**config.mk**
```make
export PLATFORM = sky130hd
export DESIGN_NAME = bhs_mod_unit
export DESIGN_NICKNAME = d
export VERILOG_FILES = /design/src/hw/rtl/bhs_pkg.sv /design/src/hw/rtl/bhs_mod_unit.sv
export SDC_FILE = /design/constraint.sdc
export NUM_CORES = 1
export LEC_CHECK = 0
export BUFFER_PORTS_ARGS = -buffer_cell sky130_fd_sc_hd__buf_4
export CORE_MARGIN = 2
export CORE_UTILIZATION = 46
export CTS_BUF_LIST = sky130_fd_sc_hd__clkbuf_4 sky130_fd_sc_hd__clkbuf_8
export CTS_CLUSTER_SIZE = 8
export DETAILED_ROUTE_END_ITERATION = 6
export HOLD_SLACK_MARGIN = 0.1
export PLACE_DENSITY_LB_ADDON = 0.12
export SLEW_MARGIN = 10
export SYNTH_ARGS = -nofsm -noshare
export SYNTH_HDL_FRONTEND = slang
export SYNTH_SLANG_ARGS = --single-unit
```
**constraint.sdc**
```tcl
create_clock -name clk -period 1.9 [get_ports clk]
set_input_delay 0.38 -clock clk [delete_from_list [all_inputs] [get_ports clk]]
set_output_delay 0.38 -clock clk [all_outputs]
set_load 0.01 [all_outputs]
```
**src/hw/rtl/bhs_pkg.sv**
```systemverilog
package bhs_pkg;

    // field widths
    localparam int KEY_W   = 31;
    localparam int COUNT_W = 13;

    // saturation value of the reported entry count
    localparam logic [COUNT_W-1:0] COUNT_MAX = 13'h1FFF;

    // operation codes
    typedef enum logic [1:0] {
        OP_INSERT  = 2'd0,
        OP_DELETE  = 2'd1,
        OP_SEARCH  = 2'd2,
        OP_REPLACE = 2'd3
    } op_t;

    // result status codes
    typedef enum logic [1:0] {
        ST_OK     = 2'd0,
        ST_FULL   = 2'd1,
        ST_ABSENT = 2'd2
    } status_t;

    // request to the remainder unit
    typedef struct packed {
        logic             start;
        logic [KEY_W-1:0] operand;
    } mod_req_t;

endpackage

```
**src/hw/rtl/bhs_mod_unit.sv**
```systemverilog
module bhs_mod_unit #(
    parameter int BUCKETS = 1024,
    localparam int BKT_W  = $clog2(BUCKETS)
) (
    input  logic               clk,
    input  logic               rst_n,
    input  bhs_pkg::mod_req_t  req,
    output logic               done,
    output logic [BKT_W-1:0]   rem
);

    // reciprocal multiply: floor(x / BUCKETS) = (x * RECIP) >> SHIFT for any 31-bit x
    localparam int MUL_LO_W = 17;
    localparam int MUL_HI_W = 16;
    localparam int PROD_W   = bhs_pkg::KEY_W + MUL_LO_W;
    localparam int SUM_W    = PROD_W + MUL_LO_W;
    localparam int SHIFT    = bhs_pkg::KEY_W + BKT_W;

    localparam logic [63:0] RECIP =
        ((64'd1 << SHIFT) + 64'(BUCKETS) - 64'd1) / 64'(BUCKETS);
    localparam logic [MUL_LO_W-1:0] RECIP_LO = RECIP[MUL_LO_W-1:0];
    localparam logic [MUL_HI_W-1:0] RECIP_HI = RECIP[MUL_LO_W+MUL_HI_W-1:MUL_LO_W];
    localparam logic [BKT_W-1:0]    D_LOW    = BKT_W'(BUCKETS);

    typedef enum logic [3:0] {
        STEP_LO  = 4'b0001,
        STEP_HI  = 4'b0010,
        STEP_SUM = 4'b0100,
        STEP_REM = 4'b1000
    } step_t;

    logic                      busy_reg;
    logic                      done_reg;
    step_t                     step_reg;
    logic [bhs_pkg::KEY_W-1:0] dividend_reg;
    logic [PROD_W-1:0]         lo_reg;
    logic [PROD_W-1:0]         hi_reg;
    logic [BKT_W-1:0]          quot_reg;
    logic [BKT_W-1:0]          rem_reg;

    logic [MUL_LO_W-1:0]       mul_b;
    logic [PROD_W-1:0]         mul_p;
    logic [SUM_W-1:0]          prod_sum;
    logic [BKT_W-1:0]          quot_low;
    logic [BKT_W-1:0]          rem_low;

    // shared multiplier over the two halves of the reciprocal, then fold back
    always_comb
    begin
        mul_b    = (step_reg == STEP_LO) ? RECIP_LO : {1'b0, RECIP_HI};
        mul_p    = PROD_W'(dividend_reg) * PROD_W'(mul_b);
        prod_sum = {hi_reg, {MUL_LO_W{1'b0}}} + SUM_W'(lo_reg);
        quot_low = BKT_W'(prod_sum >> SHIFT);
        rem_low  = dividend_reg[BKT_W-1:0] - (quot_reg * D_LOW);
    end

    // step control
    always_ff @(posedge clk or negedge rst_n)
    begin
        if (!rst_n)
        begin
            busy_reg <= 1'b0;
            done_reg <= 1'b0;
            step_reg <= STEP_LO;
        end
        else
        begin
            done_reg <= busy_reg && (step_reg == STEP_REM);
            if (req.start)
            begin
                busy_reg <= 1'b1;
                step_reg <= STEP_LO;
            end
            else if (busy_reg)
            begin
                unique case (step_reg)
                    STEP_LO:
                    begin
                        step_reg <= STEP_HI;
                    end
                    STEP_HI:
                    begin
                        step_reg <= STEP_SUM;
                    end
                    STEP_SUM:
                    begin
                        step_reg <= STEP_REM;
                    end
                    STEP_REM:
                    begin
                        busy_reg <= 1'b0;
                        step_reg <= STEP_LO;
                    end
                    default:
                    begin
                        busy_reg <= 1'b0;
                        step_reg <= STEP_LO;
                    end
                endcase
            end
        end
    end

    // dividend, partial products, quotient low bits and remainder
    always_ff @(posedge clk)
    begin
        if (req.start)
        begin
            dividend_reg <= req.operand;
        end
        else if (busy_reg)
        begin
            unique case (step_reg)
                STEP_LO:
                begin
                    lo_reg <= mul_p;
                end
                STEP_HI:
                begin
                    hi_reg <= mul_p;
                end
                STEP_SUM:
                begin
                    quot_reg <= quot_low;
                end
                STEP_REM:
                begin
                    rem_reg <= rem_low;
                end
                default:
                begin
                end
            endcase
        end
    end

    assign done = done_reg;
    assign rem  = rem_reg;

endmodule

```
==> out/results.tsv, run 1 <==
metric	value	unit
H-tree Lvls	1	
CTS Sinks	26	
GRT Total Usage	12.15	%
capture point of the worst reg-to-reg path	rem[8]	
hold buffers post-CTS	1	
post-route clock period utilization	78.97	%
YS warnings	0	
Post-DP HPWL	980.2	µm
Final Cell Area	1180	µm²
Setup Buffers After CTS	0	
most numerous cell in the Yosys netlist	edfxtp_1	
final antenna-violating net count	0	
Final min period	1500	ps
clock root cell	clkbuf_4	
Setup CP Type	flip-flop to flip-flop	
num rows	16	
vias in the first global route	475	
largest net degree at the start of global routing	18	
Worst-Skew Late Latency	300	ps
setup TNS	0	ps
grt ovf	0	
R2R depth	4	
Post-Syn Nets	84	
drc violations	0	
final hold vios	0	
synth top area cells	edfxtp_1 (66%), dfrtp_1 (14%), dfstp_2 (2.9%)	
share of the synthesized area in the top cell type	65.84	%
worst vdd ir	0.0008049	V
Pwr Density	964.3	nW/µm²
Slew headroom	83.67	%
num ports	45	
initial core utilization	47.46	%
drt pass-1 iters	4	
critical path cell sequence	nor2b_1 > and3_1 > nor2b_1 > buf_4	
Max stage delay on crit path	490	ps
crit start category	flip-flop	
global-route wire length before repair	2.125	mm
# setup viols final	0	
CTS tree	yes	
sequential share of the synthesized area	82.44	%
reg2reg setup slack	400	ps
Total Wirelength	1.357	mm
Final Max Slew Viols	0	
Clock Skew	0.8659	ps
max_cap viols	0	
Async S/R FF share, synth	23.08	%
placed cell areas	1134	µm²
via count	521	
GP Congestion	0.7427	
antenna violations before repair	0	
HP Class	input port to flip-flop	
core area	1922	µm²
area occupied by multi-input gates	160.2	µm²
Worst-Margin Slew	244.9	ps
mapped cell area	912.1	µm²
post-synth top area cell	edfxtp_1	
CTS Buffer Depth	2	
RSZ-0062 raised after global routing	no	
DIE HEIGHT	48.53	µm
Clock transition at path regs	130	ps
wire per inst	12.68	µm
Worst Setup End Kind	flip-flop	
number of buffers added on ports	23	
Die W	48.53	µm
total CTS buffers	3	
Critical-path top delay cell	dfrtp_1	
worst reg2reg path startpoint	step_reg[2]	
Synth cell types	17	
FF+latch area	752.0	µm²
layout cell share with drive strength beyond 1	40.00	%
DRT iter0 DRCs	17	
number of synthesized flops with an enable pin	20	
leak pwr	0.4698	nW
Worst EP required	1940	ps
Post-Syn Instances	50	
ant diodes	0	
Mean Syn Cell Area	18.24	µm²
Fmax	666.5	MHz
Max FO, Critical Path	7	
nets@finish	115	
most instantiated cells after synthesis	edfxtp_1 (20), dfrtp_1 (5)	
Seq cells post-synth	26	
Worst EP arrival	1540	ps
Worst Setup SP	step_reg[2]	
Die ar.	2355	µm²
Vias/cell	4.869	
Resize count post-CTS	0	
worst setup path endpoint	rem[8]	
Top FF cell, synth	edfxtp_1	
most frequent CP cell	nor2b_1	
area grow syn2layout	29.36	%
Fillers	167	
status	finished, final reports clean	
-- placed cells by master (no fill, tap or decap) --
| cell | n |
|---|---|
| dlygate4sd3_1 | 1 |
| a21oi_1 | 3 |
| nand3b_1 | 3 |
| edfxtp_1 | 20 |
| clkbuf_4 | 3 |
| nand3_1 | 2 |
| or2b_1 | 1 |
| and3b_2 | 1 |
| nor2b_1 | 3 |
| nor2_1 | 3 |
| o311ai_2 | 1 |
| dfrtp_1 | 5 |
| o21ai_0 | 1 |
| xor2_1 | 1 |
| clkbuf_8 | 1 |
| and2b_1 | 1 |
| buf_4 | 25 |
| dfstp_2 | 1 |
| nand2b_1 | 2 |
| o31a_1 | 1 |
| and3_1 | 1 |
-- routing by layer --
| layer | vias up | part of all wire, % | global-route usage (%) |
|---|---|---|---|
| met4 | 0 | 0.52 | 4.286 |
| li1 | 247 | - | - |
| met2 | 22 | 54 | 21.76 |
| met1 | 250 | 38 | 13.98 |
| met3 | 2 | 6.9 | 3.395 |
| met5 | - | 0 | 0 |
-- how the worst min path moves through the flow --
stage	from	end	slack [ps]	cells after the start
after floorplan	rst_n	busy_reg	80	0
after global placement	rst_n	step_reg[2]	190	1
final	req[4]	dividend_reg[4]	240	1
after detailed placement	rst_n	step_reg[2]	200	1
after CTS	req[5]	dividend_reg[5]	230	1
after global routing	req[0]	dividend_reg[0]	210	1
-- logic make-up (layout without fill, tap and decap cells) --
logic type / Yosys count / after routing / synth area share, %
DFF: 26 / 26 / 82.44
buffers and inverters: 0 / 30 / 0
and+or+nand+nor: 17 / 17 / 11.66
xor gates and xnor gates: 1 / 1 / 0.9604
AOI/OAI and AO/OA: 6 / 6 / 4.938
-- worst max-delay path, delay by kind of cell, from the launching register on --
family,cells,cell delay (ps)
buffers and inverters,1,190
DFF,1,490
and+or+nand+nor,3,550
-- report_power, final --
part,switching [mW],internal [mW]
sequential,0.0493,0.669
combinational,0.0667,0.0900
clock,0.146,0.117
-- metrics by stage --
step,total power [mW],cells,setup slack [ps],hold slack (ps),util [%]
after floorplan,0.8294,50,278.5,84.41,-
after global placement,0.8767,102,421.1,193.4,58.98
after detailed placement,0.8859,102,404.8,195.3,58.98
after CTS,1.150,107,383.0,225.2,61.39
after global routing,1.208,107,288.6,208.7,61.39
final,1.138,107,399.6,239.7,61.39
-- area by class of cell --
cell class / count / area share (%)
Clock buffer: 4 / 3.075
Multi-Input combinational cell: 24 / 13.57
Sequential cell: 26 / 63.73
Tap cell: 27 / 2.863
Timing Repair Buffer: 26 / 16.76
Note: power is estimated with default switching activity, not from simulation.
==> inputs of run 2 (changes only) <==
==> constraint.sdc (replaced) <==
create_clock -name clk -period 1.41 [get_ports clk]
set_input_delay 0.282 -clock clk [delete_from_list [all_inputs] [get_ports clk]]
set_output_delay 0.282 -clock clk [all_outputs]
set_load 0.01 [all_outputs]
==> out/results.tsv, run 2 (synthesis gave the netlist of run 1 again) <==
metric	value	unit
core area	1922	µm²
antenna violations before repair	0	
Final Cell Area	1271	µm²
drc violations	0	
Fmax	731.1	MHz
area occupied by multi-input gates	170.2	µm²
total CTS buffers	3	
final antenna-violating net count	0	
number of buffers added on ports	23	
Worst-Margin Slew	215.1	ps
setup TNS	0	ps
Final min period	1368	ps
GRT Total Usage	14.48	%
largest net degree at the start of global routing	18	
grt ovf	0	
CTS tree	yes	
Vias/cell	4.823	
via count	545	
final hold vios	0	
capture point of the worst reg-to-reg path	rem[2]	
reg2reg setup slack	40	ps
H-tree Lvls	1	
RSZ-0062 raised after global routing	no	
GP Congestion	0.7696	
Finished Layout Cells	113	
ant diodes	0	
area grow syn2layout	39.37	%
Slew headroom	85.63	%
Setup WS post-layout	42.25	ps
Worst-Skew Late Latency	320	ps
hold_sp	req[4]	
worst vdd ir	0.0007405	V
status	finished, final reports clean	
wire per inst	14.16	µm
num ports	45	
leak pwr	0.5088	nW
max_cap viols	0	
global-route wire length before repair	2.470	mm
Post-DP HPWL	1.053	mm
met1 Resource Use GR	15.74	%
vias in the first global route	524	
CTS Buffer Depth	2	
most frequent cells in the layout	buf_4 (27), edfxtp_1 (20), dfrtp_1 (5)	
Pwr Density	1374	nW/µm²
R2R depth	4	
hold path cells	1	
num rows	16	
crit start category	flip-flop	
placed cell areas	1149	µm²
Place WS	33.96	ps
drt pass-1 iters	4	
Hold Path End	dividend_reg[4]	
DRT iter0 DRCs	12	
placed cell count	103	
Worst EP required	1510	ps
Worst Setup End Kind	flip-flop	
worst reg2reg path startpoint	step_reg[0]	
layout cell share with drive strength beyond 1	43.02	%
HP Class	input port to flip-flop	
Worst EP arrival	1470	ps
CTS Sinks	26	
Die W	48.53	µm
Die ar.	2355	µm²
Final Max Slew Viols	0	
# setup viols final	0	
Core Util, Final	66.15	%
nets@finish	121	
DIE HEIGHT	48.53	µm
FF+latch area	752.0	µm²
clock root cell	clkbuf_4	
Fillers	157	
Max FO, Critical Path	7	
Clock transition at path regs	140	ps
commonest non-fill, non-tap cell in the layout	buf_4	
Setup CP Type	flip-flop to flip-flop	
Total Wirelength	1.600	mm
grt met2 use	25.93	%
gr busiest metal	met2	
GR Util met3	3.086	%
Clock Skew	5.281	ps
post-route clock period utilization	97.00	%
initial core utilization	47.46	%
## run 2: area by class of cell
class,count,area share (%)
Sequential cell,26,59.15
Timing Repair Buffer,32,20.67
Multi-Input combinational cell,24,13.39
Tap cell,27,2.657
Clock inverter,1,2.362
Clock buffer,3,1.772
## run 2: report_power, final
group          switching (mW)  internal (mW)
clock network           0.216          0.287
registers              0.0412          0.901
logic                   0.136          0.164
total                   0.394           1.35
## run 2: repair_timing
item | 4_1_cts | 5_1_grt
setup endpoints to repair | 10 | 10
hold endpoints to repair | 6 | 3
setup buffers | 2 | 0
hold buffers | 1 | 3
gates resized for setup | 0 | 1
pin swaps | 0 | 0
## run 2: worst max path at each step
stage | end | slack, ps | depth (start not counted) | from
after global routing | rem[0] | 1 | 4 | step_reg[0]
final | rem[2] | 40 | 4 | step_reg[0]
after global placement | rem[8] | 40 | 3 | step_reg[2]
after floorplan | rem[0] | 100 | 3 | step_reg[2]
after detailed placement | rem[8] | 30 | 3 | busy_reg
after CTS | rem[0] | 30 | 4 | busy_reg
## run 2: worst max-delay path, cell delays in order, from the launching register on
cell,delay (ps)
dfstp_2,600
nor2_1,70
and3_1,190
nor2b_4,140
buf_4,150
## run 2: layer usage
layer	share of wire, %	up-vias	wire, µm
li1	-	260	-
met1	35	266	563
met2	59	15	937
met3	3.8	4	60
met4	2.4	0	38
met5	0	-	0
## run 2: metrics by stage
stage	hold WS [ps]	power [mW]
final	130.9	1.747
after global routing	93.74	1.824
after CTS	118.4	1.746
after detailed placement	95.57	1.244
after global placement	94.76	1.224
after floorplan	-13.59	1.118
